### config.mk
export PLATFORM = sky130hd
export DESIGN_NAME = escaped_line_field_splitter
export DESIGN_NICKNAME = d
export VERILOG_FILES = /design/src/design/elfs_pkg.sv /design/src/design/escaped_line_field_splitter.sv /design/src/design/elfs_pend_ram.sv /design/src/design/elfs_out_reg.sv
export SDC_FILE = /design/constraint.sdc
export NUM_CORES = 1
export LEC_CHECK = 0
export ABC_AREA = 0
export BUFFER_PORTS_ARGS = -buffer_cell sky130_fd_sc_hd__buf_2
export CAP_MARGIN = 20
export CORE_MARGIN = 2
export CORE_UTILIZATION = 50
export CTS_CLUSTER_DIAMETER = 100
export DETAILED_ROUTE_END_ITERATION = 6
export PLACE_DENSITY = 0.65
export SLEW_MARGIN = 20
export SYNTH_ARGS = -nofsm -noshare
export SYNTH_HDL_FRONTEND = slang
export SYNTH_SLANG_ARGS = --single-unit
### constraint.sdc
create_clock -name aclk -period 3.7 [get_ports aclk]
set_clock_uncertainty 0.2 [all_clocks]
set_input_delay 0.185 -clock aclk [delete_from_list [all_inputs] [get_ports aclk]]
set_output_delay 0.185 -clock aclk [all_outputs]
set_load 0.005 [all_outputs]
### src/design/elfs_pkg.sv
// Shared types, constants and byte-class functions for the escaped line field splitter.
`default_nettype none
package elfs_pkg;

    localparam int PENDING_DEPTH = 32;
    localparam int PEND_AW = $clog2(PENDING_DEPTH);
    localparam int PEND_CW = $clog2(PENDING_DEPTH + 1);
    localparam int PEND_EW = 9;

    localparam int CAP_W = 13;
    localparam int MAXF_W = 7;
    localparam int FIELD_W = 6;
    localparam logic [MAXF_W-1:0] FIELD_LIMIT_MAX = 7'd64;

    localparam logic [7:0] CH_HASH = 8'h23;
    localparam logic [7:0] CH_BSL = 8'h5C;
    localparam logic [7:0] CH_CR = 8'h0D;
    localparam logic [7:0] CH_LF = 8'h0A;
    localparam logic [7:0] CH_TAB = 8'h09;
    localparam logic [7:0] CH_SPACE = 8'h20;
    localparam logic [7:0] CH_VT = 8'h0B;
    localparam logic [7:0] CH_FF = 8'h0C;
    localparam logic [7:0] CH_NUL = 8'h00;
    localparam logic [7:0] CH_LOW_R = 8'h72;
    localparam logic [7:0] CH_LOW_N = 8'h6E;
    localparam logic [7:0] CH_LOW_T = 8'h74;

    localparam logic REG_LINE_CAPACITY = 1'b0;
    localparam logic REG_MAX_FIELDS = 1'b1;

    localparam logic KIND_BYTE = 1'b0;
    localparam logic KIND_EOL = 1'b1;

    typedef struct packed {
        logic               kind;
        logic [7:0]         value;
        logic [FIELD_W-1:0] field_index;
        logic               field_start;
        logic [MAXF_W-1:0]  field_count;
        logic               ovf;
        logic               last;
    } res_t;

    function automatic logic is_trim(input logic [7:0] b);
        return (b == CH_SPACE) || (b == CH_TAB) || (b == CH_LF) || (b == CH_CR) ||
               (b == CH_VT) || (b == CH_FF);
    endfunction

    function automatic logic is_sep(input logic [7:0] b);
        return (b == CH_SPACE) || (b == CH_TAB);
    endfunction

    function automatic logic [7:0] decode_esc(input logic [7:0] b);
        logic [7:0] r;
        case (b)
            CH_LOW_R: r = CH_CR;
            CH_LOW_N: r = CH_LF;
            CH_LOW_T: r = CH_TAB;
            default:  r = b;
        endcase
        return r;
    endfunction

endpackage
`default_nettype wire

### src/design/escaped_line_field_splitter.sv
// Top level: line chunking, escape decoding and field splitting sequencer.
//
// Usage: raw text bytes enter on the s_ stream (s_tdata = byte, s_tuser = end of
// input flag) and decoded items leave on the m_ stream (m_tuser = item kind,
// m_tlast on the last item caused by one input item). Line capacity and field
// limit are set through the write port cfg_wr_en / cfg_index / cfg_data while idle.
// One item is taken at a time; s_tready is low until all its items have been
// handed to the output register. An item is accepted, then each held
// trailing-whitespace byte that it releases costs one read of the pending store
// and one step of the shared field/flush unit, then come its own decoded byte,
// an end of line and the hand-over of the final item.
// A stalled receiver holds the output register; the sequencer then waits and
// resumes without loss. aresetn (synchronous, active low) clears the line state,
// loads line capacity 512 and field limit 16, and empties the output register.
// The pending store needs no clearing after reset.
`default_nettype none
module escaped_line_field_splitter
    import elfs_pkg::*;
(
    input  wire logic              aclk,
    input  wire logic              aresetn,
    input  wire logic              s_tvalid,
    output logic                   s_tready,
    input  wire logic [7:0]        s_tdata,  // in_byte
    input  wire logic [0:0]        s_tuser,  // end_of_input
    output logic                   m_tvalid,
    input  wire logic              m_tready,
    output logic [23:0]            m_tdata,  // value, field_index, field_start, field_count, pending_overflow
    output logic [0:0]             m_tuser,  // item_kind
    output logic                   m_tlast,
    input  wire logic              cfg_wr_en,
    input  wire logic [0:0]        cfg_index,
    input  wire logic [CAP_W-1:0]  cfg_data
);

    typedef enum logic [2:0] {
        ST_IDLE,
        ST_FL_RD,
        ST_FL_EX,
        ST_EMIT,
        ST_CLOSE,
        ST_DRAIN
    } state_t;

    state_t state_reg, state_next;
    logic [CAP_W-1:0]   cap_reg, cap_next;
    logic [MAXF_W-1:0]  maxf_reg, maxf_next;
    logic [CAP_W-1:0]   line_pos_reg, line_pos_next;
    logic               comment_reg, comment_next;
    logic               content_reg, content_next;
    logic               esc_reg, esc_next;
    logic [FIELD_W-1:0] field_reg, field_next;
    logic [PEND_CW-1:0] pend_cnt_reg, pend_cnt_next;
    logic               ovf_reg, ovf_next;
    logic               need_start_reg, need_start_next;
    logic               emit_reg, emit_next;
    logic [7:0]         emit_val_reg, emit_val_next;
    logic               close_reg, close_next;
    logic [PEND_AW-1:0] flush_idx_reg, flush_idx_next;
    logic               skip_reg, skip_next;
    logic               hold_valid_reg, hold_valid_next;
    res_t               hold_reg, hold_next;

    logic               out_free;
    logic               out_push;
    res_t               out_data;
    logic               mem_wr_en;
    logic [PEND_EW-1:0] mem_wr_data;
    logic [PEND_EW-1:0] mem_rd_data;

    logic [CAP_W-1:0]   cap_m1;
    logic [MAXF_W-1:0]  field_limit;
    logic [MAXF_W-1:0]  field_inc;
    logic               can_gen;

    assign cap_m1 = ((cap_reg < CAP_W'(2)) ? CAP_W'(2) : cap_reg) - CAP_W'(1);
    assign field_limit = (maxf_reg == '0) ? MAXF_W'(1) :
                         ((maxf_reg > FIELD_LIMIT_MAX) ? FIELD_LIMIT_MAX : maxf_reg);
    assign field_inc = {1'b0, field_reg} + MAXF_W'(1);
    assign can_gen = !hold_valid_reg || out_free;
    assign s_tready = (state_reg == ST_IDLE);

    always_comb begin
        logic [7:0]         b;
        logic [CAP_W-1:0]   pos_inc;
        logic               do_flush;
        logic               do_push;
        logic               gen;
        res_t               gen_res;
        logic               fl_last;
        logic [7:0]         eb;
        logic               e_esc;
        logic               e_emit;

        state_next = state_reg;
        cap_next = cap_reg;
        maxf_next = maxf_reg;
        line_pos_next = line_pos_reg;
        comment_next = comment_reg;
        content_next = content_reg;
        esc_next = esc_reg;
        field_next = field_reg;
        pend_cnt_next = pend_cnt_reg;
        ovf_next = ovf_reg;
        need_start_next = need_start_reg;
        emit_next = emit_reg;
        emit_val_next = emit_val_reg;
        close_next = close_reg;
        flush_idx_next = flush_idx_reg;
        skip_next = skip_reg;
        hold_valid_next = hold_valid_reg;
        hold_next = hold_reg;
        out_push = 1'b0;
        out_data = hold_reg;
        mem_wr_en = 1'b0;

        b = s_tdata;
        pos_inc = line_pos_reg + CAP_W'(1);
        do_flush = 1'b0;
        do_push = 1'b0;
        gen = 1'b0;
        gen_res = '0;
        fl_last = ({1'b0, flush_idx_reg} + PEND_CW'(1)) == pend_cnt_reg;
        eb = mem_rd_data[7:0];
        e_esc = mem_rd_data[8];
        e_emit = e_esc || !(is_sep(eb) && (skip_reg || (field_inc < field_limit)));
        mem_wr_data = {esc_reg, b};

        if (cfg_wr_en) begin
            unique case (cfg_index)
                REG_LINE_CAPACITY: cap_next = cfg_data;
                REG_MAX_FIELDS:    maxf_next = cfg_data[MAXF_W-1:0];
                default:           cap_next = cap_reg;
            endcase
        end

        unique case (state_reg)
            ST_IDLE: begin
                if (s_tvalid) begin
                    emit_next = 1'b0;
                    emit_val_next = b;
                    if (s_tuser[0]) begin
                        close_next = (line_pos_reg != '0);
                    end else begin
                        line_pos_next = pos_inc;
                        if ((line_pos_reg == '0) && (b == CH_HASH)) begin
                            comment_next = 1'b1;
                        end else if (comment_reg || (b == CH_LF)) begin
                            comment_next = comment_reg;
                        end else if (b == CH_NUL) begin
                            comment_next = 1'b1;
                            pend_cnt_next = '0;
                            esc_next = 1'b0;
                        end else if (esc_reg) begin
                            esc_next = 1'b0;
                            if (is_trim(b)) begin
                                do_push = 1'b1;
                            end else begin
                                do_flush = 1'b1;
                                emit_next = 1'b1;
                                emit_val_next = decode_esc(b);
                            end
                        end else if (is_trim(b)) begin
                            do_push = content_reg;
                        end else begin
                            content_next = 1'b1;
                            do_flush = 1'b1;
                            if (b == CH_BSL) begin
                                esc_next = 1'b1;
                            end else begin
                                emit_next = 1'b1;
                            end
                        end
                        close_next = (b == CH_LF) || (pos_inc >= cap_m1);
                    end
                    if (do_push) begin
                        if (pend_cnt_reg < PEND_CW'(PENDING_DEPTH)) begin
                            mem_wr_en = 1'b1;
                            pend_cnt_next = pend_cnt_reg + PEND_CW'(1);
                        end else begin
                            ovf_next = 1'b1;
                        end
                    end
                    flush_idx_next = '0;
                    skip_next = 1'b0;
                    if (do_flush && (pend_cnt_reg != '0)) begin
                        state_next = ST_FL_RD;
                    end else if (emit_next) begin
                        state_next = ST_EMIT;
                    end else if (close_next) begin
                        state_next = ST_CLOSE;
                    end
                end
            end
            ST_FL_RD: begin
                state_next = ST_FL_EX;
            end
            ST_FL_EX: begin
                if (!e_emit || can_gen) begin
                    if (e_esc) begin
                        gen = 1'b1;
                        skip_next = 1'b0;
                    end else if (is_sep(eb) && skip_reg) begin
                        skip_next = 1'b1;
                    end else if (is_sep(eb) && (field_inc < field_limit)) begin
                        field_next = field_inc[FIELD_W-1:0];
                        need_start_next = 1'b1;
                        skip_next = 1'b1;
                    end else begin
                        gen = 1'b1;
                        skip_next = 1'b0;
                    end
                    gen_res.kind = KIND_BYTE;
                    gen_res.value = eb;
                    gen_res.field_index = field_reg;
                    gen_res.field_start = need_start_reg;
                    gen_res.field_count = field_inc;
                    gen_res.ovf = ovf_reg;
                    if (gen) begin
                        need_start_next = 1'b0;
                    end
                    if (fl_last) begin
                        pend_cnt_next = '0;
                        if (emit_reg) begin
                            state_next = ST_EMIT;
                        end else if (close_reg) begin
                            state_next = ST_CLOSE;
                        end else if (hold_valid_reg || gen) begin
                            state_next = ST_DRAIN;
                        end else begin
                            state_next = ST_IDLE;
                        end
                    end else begin
                        flush_idx_next = flush_idx_reg + PEND_AW'(1);
                        state_next = ST_FL_RD;
                    end
                end
            end
            ST_EMIT: begin
                if (can_gen) begin
                    gen = 1'b1;
                    gen_res.kind = KIND_BYTE;
                    gen_res.value = emit_val_reg;
                    gen_res.field_index = field_reg;
                    gen_res.field_start = need_start_reg;
                    gen_res.field_count = field_inc;
                    gen_res.ovf = ovf_reg;
                    need_start_next = 1'b0;
                    state_next = close_reg ? ST_CLOSE : ST_DRAIN;
                end
            end
            ST_CLOSE: begin
                if (!content_reg || can_gen) begin
                    gen = content_reg;
                    gen_res.kind = KIND_EOL;
                    gen_res.value = '0;
                    gen_res.field_index = field_reg;
                    gen_res.field_start = 1'b0;
                    gen_res.field_count = field_inc;
                    gen_res.ovf = ovf_reg;
                    line_pos_next = '0;
                    comment_next = 1'b0;
                    content_next = 1'b0;
                    esc_next = 1'b0;
                    field_next = '0;
                    pend_cnt_next = '0;
                    ovf_next = 1'b0;
                    need_start_next = 1'b1;
                    state_next = (hold_valid_reg || gen) ? ST_DRAIN : ST_IDLE;
                end
            end
            ST_DRAIN: begin
                if (out_free) begin
                    out_push = 1'b1;
                    out_data.last = 1'b1;
                    hold_valid_next = 1'b0;
                    state_next = ST_IDLE;
                end
            end
            default: state_next = ST_IDLE;
        endcase

        if (gen) begin
            out_push = hold_valid_reg;
            out_data.last = 1'b0;
            gen_res.last = 1'b0;
            hold_next = gen_res;
            hold_valid_next = 1'b1;
        end
    end

    always_ff @(posedge aclk) begin
        if (!aresetn) begin
            state_reg <= ST_IDLE;
            cap_reg <= CAP_W'(512);
            maxf_reg <= MAXF_W'(16);
            line_pos_reg <= '0;
            comment_reg <= 1'b0;
            content_reg <= 1'b0;
            esc_reg <= 1'b0;
            field_reg <= '0;
            pend_cnt_reg <= '0;
            ovf_reg <= 1'b0;
            need_start_reg <= 1'b1;
            emit_reg <= 1'b0;
            emit_val_reg <= '0;
            close_reg <= 1'b0;
            flush_idx_reg <= '0;
            skip_reg <= 1'b0;
            hold_valid_reg <= 1'b0;
            hold_reg <= '0;
        end else begin
            state_reg <= state_next;
            cap_reg <= cap_next;
            maxf_reg <= maxf_next;
            line_pos_reg <= line_pos_next;
            comment_reg <= comment_next;
            content_reg <= content_next;
            esc_reg <= esc_next;
            field_reg <= field_next;
            pend_cnt_reg <= pend_cnt_next;
            ovf_reg <= ovf_next;
            need_start_reg <= need_start_next;
            emit_reg <= emit_next;
            emit_val_reg <= emit_val_next;
            close_reg <= close_next;
            flush_idx_reg <= flush_idx_next;
            skip_reg <= skip_next;
            hold_valid_reg <= hold_valid_next;
            hold_reg <= hold_next;
        end
    end

    elfs_pend_ram u_pend_ram (
        .aclk    (aclk),
        .wr_en   (mem_wr_en),
        .wr_addr (pend_cnt_reg[PEND_AW-1:0]),
        .wr_data (mem_wr_data),
        .rd_en   (state_reg == ST_FL_RD),
        .rd_addr (flush_idx_reg),
        .rd_data (mem_rd_data)
    );

    elfs_out_reg u_out_reg (
        .aclk      (aclk),
        .aresetn   (aresetn),
        .push      (out_push),
        .push_data (out_data),
        .free      (out_free),
        .m_tvalid  (m_tvalid),
        .m_tready  (m_tready),
        .m_tdata   (m_tdata),
        .m_tuser   (m_tuser),
        .m_tlast   (m_tlast)
    );

`ifndef ASSERT_OFF
    a_pend_bound: assert property (@(posedge aclk) disable iff (!aresetn)
        pend_cnt_reg <= PEND_CW'(PENDING_DEPTH)) else $error("pending count beyond depth");
    a_ready_hold_empty: assert property (@(posedge aclk) disable iff (!aresetn)
        s_tready |-> !hold_valid_reg) else $error("item accepted with result still held");
    a_drain_done: assert property (@(posedge aclk) disable iff (!aresetn)
        (state_reg == ST_DRAIN && out_free) |=> s_tready) else $error("drain did not finish");
    a_close_clears: assert property (@(posedge aclk) disable iff (!aresetn)
        (state_reg == ST_CLOSE && state_next != ST_CLOSE) |=>
        (pend_cnt_reg == '0 && line_pos_reg == '0)) else $error("line state not cleared");
`endif

endmodule
`default_nettype wire

### src/design/elfs_pend_ram.sv
// Pending trailing-whitespace store: one write port, one registered read port.
`default_nettype none
module elfs_pend_ram
    import elfs_pkg::*;
(
    input  wire logic               aclk,
    input  wire logic               wr_en,
    input  wire logic [PEND_AW-1:0] wr_addr,
    input  wire logic [PEND_EW-1:0] wr_data,
    input  wire logic               rd_en,
    input  wire logic [PEND_AW-1:0] rd_addr,
    output logic      [PEND_EW-1:0] rd_data
);

    logic [PEND_EW-1:0] mem [PENDING_DEPTH];

    always_ff @(posedge aclk) begin
        if (wr_en) begin
            mem[wr_addr] <= wr_data;
        end
        if (rd_en) begin
            rd_data <= mem[rd_addr];
        end
    end

endmodule
`default_nettype wire

### src/design/elfs_out_reg.sv
// Result output register: packs one result item onto the master stream.
`default_nettype none
module elfs_out_reg
    import elfs_pkg::*;
(
    input  wire logic        aclk,
    input  wire logic        aresetn,
    input  wire logic        push,
    input  wire res_t        push_data,
    output logic             free,
    output logic             m_tvalid,
    input  wire logic        m_tready,
    output logic [23:0]      m_tdata,  // value, field_index, field_start, field_count, pending_overflow
    output logic [0:0]       m_tuser,  // item_kind
    output logic             m_tlast
);

    logic valid_reg;
    logic valid_next;
    res_t data_reg;
    res_t data_next;

    assign free = !valid_reg || m_tready;

    always_comb begin
        valid_next = valid_reg;
        data_next = data_reg;
        if (push) begin
            valid_next = 1'b1;
            data_next = push_data;
        end else if (m_tready) begin
            valid_next = 1'b0;
        end
    end

    always_ff @(posedge aclk) begin
        if (!aresetn) begin
            valid_reg <= 1'b0;
            data_reg <= '0;
        end else begin
            valid_reg <= valid_next;
            data_reg <= data_next;
        end
    end

    assign m_tvalid = valid_reg;
    assign m_tdata = {1'b0, data_reg.ovf, data_reg.field_count, data_reg.field_start,
                      data_reg.field_index, data_reg.value};
    assign m_tuser = data_reg.kind;
    assign m_tlast = data_reg.last;

`ifndef ASSERT_OFF
    a_push_free: assert property (@(posedge aclk) disable iff (!aresetn)
        push |-> free) else $error("item pushed into occupied output register");
    a_push_shows: assert property (@(posedge aclk) disable iff (!aresetn)
        push |=> m_tvalid) else $error("pushed item not presented");
`endif

endmodule
`default_nettype wire
---- After elaboration in Yosys (flattened, before gate mapping) ----
Memories as Yosys holds them, arrays and structs flattened. A register that Yosys moved wholly into a read port is not among the register bits.
Index checks and enable logic that the tools add are counted.
storage, ports and cells
  bits in registers ....................... 120
  RAM bits ................................ 288
  input port bits ......................... 28
  output and inout bits ................... 28
  word-level logic and storage cells ...... 289
  memories kept ........................... 1
cells by class
  add/subtract/negate cells ............... 6
  $lt $le $gt $ge ......................... 5
  eq/ne operators ......................... 43
  mux-type cells .......................... 147
  bitwise gates (word level) .............. 1
  reductions and logical operators ........ 55
memories
  name            depth  bits a word  rd ports  clocked after Yosys merged registers in  write ports  RTL line             text
  u_pend_ram.mem  32     9            1         1                                        1            elfs_pend_ram.sv:15  logic [PEND_EW-1:0] mem [PENDING_DEPTH];
operator list
  cell                                                 number
  two-way mux 1 bit                                    88
  two-way mux 6 bit                                    14
  one-hot mux 24 bit (3 select lines)                  1
  two-way mux 13 bit                                   4
  == test 8 x 4 -> 1 bit, second input constant        6
  two-way mux 8 bit                                    6
  two-way mux 23 bit                                   2
  two-way mux 3 bit                                    13
  inequality test 2 bit, second input constant         17
  == test 8 x 7 -> 1 bit, second input constant        4
  one-hot mux 13 bit (2 select lines)                  1
  == test 8 x 6 -> 1 bit, second input constant        3
  two-way mux 24 bit                                   1
  one-hot mux 8 bit (3 select lines)                   1
  AND reduction 6 bit                                  4
  one-hot mux 3 bit (6 select lines)                   1
  one-hot mux 6 bit (3 select lines)                   1
  logical OR 1 bit                                     16
  two-way mux 5 bit                                    3
  two-way mux 7 bit                                    2
  adder 13 x 1 -> 13 bit, second input constant        1
  greater-or-equal comparator 13 bit                   1
  zero test 13 bit                                     1
  < comparator 13 x 2 -> 1 bit, second input constant  1
  36 further kinds                                     65

---- Logic depth before layout (Yosys ltp) ----
  depth in word-level cells ............... 19
  gate-level depth with buffers ........... 17
  mapped depth without buffers ............ 17

---- Cells and area by module ----
Synthesis repeated with hierarchy kept, for this count alone.
second synthesis, totals
  cells, all modules ...................... 1,264
  area, all modules ....................... 17,895.9 µm²
by module, submodules not included
  module                       instances  cells an instance  area each (µm²)
  elfs_pend_ram                1          463                11,372.2
  escaped_line_field_splitter  1          715                5,509.0
  elfs_out_reg                 1          86                 1,014.7

---- Least setup slack after synthesis ----
Ideal clock, no wire load.
  path type ............................... reg2reg
  from .................................... register cap_reg[5]
  to ...................................... register state_reg[0]
  setup time .............................. 0.078 ns
  arrival ................................. 3.520 ns
  required time ........................... 3.422 ns
  setup slack ............................. -0.097 ns
  cell stages (with the launch flop) ...... 18
  clock period less this slack ............ 3.797 ns
  cells stage by stage .................... dfxtp_1 -> or4_1 -> nor4_1 -> nand3b_1 -> o21ai_0 -> ha_1 -> nand2_1 -> nor4_1 -> xnor2_1 -> ha_1 -> o21ai_0 -> a21oi_1 -> o21a_1 -> o31ai_1 -> a2bb2oi_1 -> a21oi_2 -> o31a_1 -> nor3_1
between the ends
  word-level cells in the longest chain between the ends .. 10
ends and longest elaborated chain
  element                                              RTL line                            text
  from (decl)                                          escaped_line_field_splitter.sv:46   logic [CAP_W-1:0] cap_reg, cap_next;
  from (signal assigned)                               escaped_line_field_splitter.sv:314  cap_reg <= cap_next;
  < comparator 13 x 2 -> 1 bit                         escaped_line_field_splitter.sv:76   assign cap_m1 = ((cap_reg < CAP_W'(2)) ? CAP_W'(2) : cap_reg) - CAP_W'(1);
  two-way mux 13 bit (*)                               escaped_line_field_splitter.sv:76
  subtractor 13 x 1 -> 13 bit (*)                      escaped_line_field_splitter.sv:76
  greater-or-equal comparator 13 bit (*)               escaped_line_field_splitter.sv:174  close_next = (b == CH_LF) || (pos_inc >= cap_m1);
  logical OR 1 bit (*)                                 escaped_line_field_splitter.sv:174
  two-way mux 1 bit (*)                                escaped_line_field_splitter.sv:142  if (s_tuser[0]) begin
  two-way mux 1 bit (*)                                escaped_line_field_splitter.sv:139  if (s_tvalid) begin
  two-way mux 1 bit (*)                                escaped_line_field_splitter.sv:137  unique case (state_reg)
  inequality test 4 x 1 -> 1 bit (no source line) (*)  n/a
  AND reduction 6 bit (no source line) (*)             n/a
  to (signal assigned)                                 escaped_line_field_splitter.sv:313  state_reg <= state_next;
  to (decl)                                            escaped_line_field_splitter.sv:45   state_t state_reg, state_next;
Mark *: on every way between the ends. The rest lies on a longest branch, timed or not. The select of a mux whose other input is x is not followed.
A chain may end at the register's enable or synchronous reset.

---- Worst setup path in the final report ----
  from .................................... register cap_reg[8]
  to ...................................... register state_reg[0]
The elaborated chain is that of the path after synthesis.

==> impl_metrics.csv <==
group,metric,value,unit
min_path,hold_path_startpoint,"s_tdata[4]",
sta,setup_viol,0,
synth,async_reset_ff_share,0,%
synth,yosysSeqAreaShare,63.65,%
placed_design,gp_congestion,0.8254,
layout,post-route-util,59.45,%
routing,first_iter_violations,1054,
floorplanning,die_h,192.6,um
layout,largest_reg_flops,288,
sta,fmax,272.3,MHz
grt,antenna_found_initial,2,
power,total_power,11760,uW
sta,hold_slack,0.02937,ns
setup_path,r2r-end,"state_reg[0]$_SDFFE_PN0P_",
routing,routed_wl,41.00,mm
placed_design,portBuffers,54,
routing,viasPerCell,5.775,
routing,dr_total_vias,11080,
layout,diodes,0,
synth,ys.flop_type,"edfxtp_1",
layout,drive_gt1_share,24.69,%
routing,ant_nets,0,
sta,rsz0062_at_grt,"true",
floorplanning,ios,56,
setup_path,slowest_stage,"or4_4",
power,p_leak,0.007230,uW
grt,grt_usage,22.47,%
clocking,cts_tree,"yes",
synth,syn_area,17790,um2
setup_path,end_kind,"flip-flop",
grt,grt_pass1_vias,11000,
setup_path,cp.required,3.98,ns
floorplanning,rows,69,
layout,fillers,2769,
setup_path,max_stage_delay,0.56,ns
power,p_per_area,560.2,nW/um2
setup_path,path_cells,"or4_4 > nor4_4 > nand3b_1 > o21ai_2 > ha_4 > nand2_4 > nor2_2 > xnor2_1 > ha_1 > o21ai_0 > a21oi_1 > o21a_1 > o31ai_2 > a2bb2oi_2 > a21oi_4 > o31a_1 > nor3_1",
routing,drc_errors,0,
sta,finalHoldViolCount,0,
sta,fin_crit,3.673,ns
setup_path,regToRegStartpoint,"cap_reg[8]$_SDFFE_PN0P_",
min_path,holdCritPathClass,"in2reg",
setup_path,path_delay_family,"compound AO/OA/AOI/OAI gates",
sta,post-route-period-util,99.26,%
floorplanning,die-area,37100,um2
grt,grt_pass1_wl,62.76,mm
layout,final-instance-count-excl-fill,1919,
min_path,whs_path_depth,2,
clocking,clock_path_buffers,3,
status,outcome,"finished clean",
floorplanning,fp.dieW,192.6,um
setup_path,critical_path_class,"reg2reg",
synth,ys_types,85,
routing,drtPass1Iterations,5,
synth,ys_ff_latch,417,
flow_run,max_cap_violations,0,
floorplanning,floorplan.initialDensity,50.37,%
synth,netlist_instances,1279,
grt,grt_start_max_net_pins,75,
clocking,clock-root-buffer,"clkbuf_16",
placed_design,dp_hpwl,26.49,mm
placed_design,pre_cts_ws,-0.2840,ns
setup_path,cp-start-kind,"flip-flop",
setup_path,arrival,3.95,ns
floorplanning,core,35310,um2
synth,synth-edff-count,297,
sta,slew_viol_final,0,
clocking,cts_buffers,44,
setup_path,rr_worst_depth,17,
sta,fin_ws,0.02733,ns
sta,slew_headroom,45.30,%
clocking,clkSlewWorstSetupHoldPaths,0.06,ns
routing,wl_per_cell,21.36,um
placed_design,dp_cells,1800,
setup_path,reg2reg_setup_slack,0.03,ns
layout,area_growth,18.01,%
synth,syn_nets,1335,
grt,overflow,0,
clocking,clkLatencyLatePin,0.58,ns
synth,syn_area_per_cell,13.91,um2
power,peakVddDrop,0.4819,mV
synth,synth_warnings,0,
clocking,clkSinkCount,417,
layout,nets,1480,
clocking,htreeDepth,2,
sta,tightest_slew,0.8189,ns
setup_path,crit_path_max_fanout,4,
setup_path,path_buf_inv,0,
min_path,min_to,"u_pend_ram.mem[12][4]$_DFFE_PP_",
## repair_timing
item | CTS | global route
endpoints found under the setup margin | 3 | 28
buffers inserted | 1 | 4
resized for setup | 24 | 11
pin swaps | 20 | 12
hold buffers | 34 | 0
endpoints found under the hold margin | 119 | 0
gates cloned | 0 | 1
## cells by family (layout without fill, tap and decap cells)
| logic type | count (synthesis) | in the layout | share of synthesized area (%) |
|---|---|---|---|
| compound gates | 206 | 207 | 7.569 |
| other cells | 1 | 1 | 0.02108 |
| simple gates | 395 | 395 | 10.70 |
| flops | 417 | 417 | 63.65 |
| fa+ha+maj | 28 | 28 | 1.970 |
| xor+xnor | 35 | 35 | 1.723 |
| mux | 101 | 101 | 12.08 |
| buf+inv | 96 | 274 | 2.286 |
## area by class of cell
type / count / area (um2) / area share, %
Sequential cell: 417 / 11330 / 53.98
Multi-Input combinational cell: 767 / 6274 / 29.89
Timing Repair Buffer: 174 / 1272 / 6.062
Clock buffer: 56 / 1211 / 5.770
Tap cell: 461 / 576.8 / 2.748
Clock inverter: 24 / 251.5 / 1.198
Inverter: 20 / 75.07 / 0.3577
## worst max path at each step
stage	startpoint	endpoint	slack, ns	cells after the start
floorplan	cap_reg[5]$_SDFFE_PN0P_	state_reg[0]$_SDFFE_PN0P_	0.03	17
global placement	cap_reg[5]$_SDFFE_PN0P_	state_reg[1]$_SDFFE_PN0P_	-0.20	18
detailed placement	cap_reg[5]$_SDFFE_PN0P_	state_reg[1]$_SDFFE_PN0P_	-0.28	18
CTS	cap_reg[8]$_SDFFE_PN0P_	state_reg[1]$_SDFFE_PN0P_	-0.11	17
global route	cap_reg[8]$_SDFFE_PN0P_	state_reg[0]$_SDFFE_PN0P_	-0.18	17
finish	cap_reg[8]$_SDFFE_PN0P_	state_reg[0]$_SDFFE_PN0P_	0.03	17
## per-stage QoR
step           setup TNS [ns]  instance area (um2)
2_1_floorplan               0                17800
3_5_place_dp          -0.6517                18960
6_report                    0                20990
3_3_place_gp          -0.4207                18960
4_1_cts               -0.2092                20870
5_1_grt               -0.3528                20990
## metal layers
| metal | track usage (%) | part of all wire [%] | vias up |
|---|---|---|---|
| met3 | 4.692 | 5.0 | 60 |
| li1 | - | - | 5182 |
| met2 | 37.47 | 49 | 283 |
| met5 | 0 | 0.024 | - |
| met4 | 6.283 | 2.4 | 2 |
| met1 | 29.95 | 44 | 5555 |
## power by group
part / total [uW] / internal, uW / switching [uW]
sequential: 5310 / 5150 / 159
combinational: 2050 / 905 / 1150
clock: 4400 / 2610 / 1790
## synth_stat cells (all sizes together) (10+ instances only)
cell,n,area share [%]
a22o,12,0.59
nor3,22,0.65
nor2,105,2.2
clkbuf,46,0.98
xnor2,20,0.98
o21ai,62,1.7
edfxtp,297,50
nor2b,10,0.35
xor2,15,0.74
mux2,10,0.63
mux4,90,11
buf,30,0.89
nand2,127,2.7
nor3b,10,0.42
inv,19,0.40
and3,10,0.38
ha,28,2.0
nand3,55,1.5
a21oi,65,1.9
dfxtp,120,14
## placed cells by master, fill, tap and decap left out, types with 12 or more instances in the layout
| cell type | n |
|---|---|
| o21ai_0 | 51 |
| nor2_1 | 103 |
| a22o_1 | 12 |
| buf_2 | 54 |
| nand3_1 | 55 |
| dfxtp_1 | 117 |
| dlygate4sd3_1 | 34 |
| mux4_2 | 90 |
| ha_1 | 26 |
| a21oi_1 | 61 |
| xor2_1 | 15 |
| edfxtp_1 | 297 |
| nor3_1 | 18 |
| buf_4 | 84 |
| clkbuf_16 | 45 |
| inv_1 | 18 |
| nand2_1 | 124 |
| xnor2_1 | 19 |
Note: power is estimated with default switching activity, not from simulation.
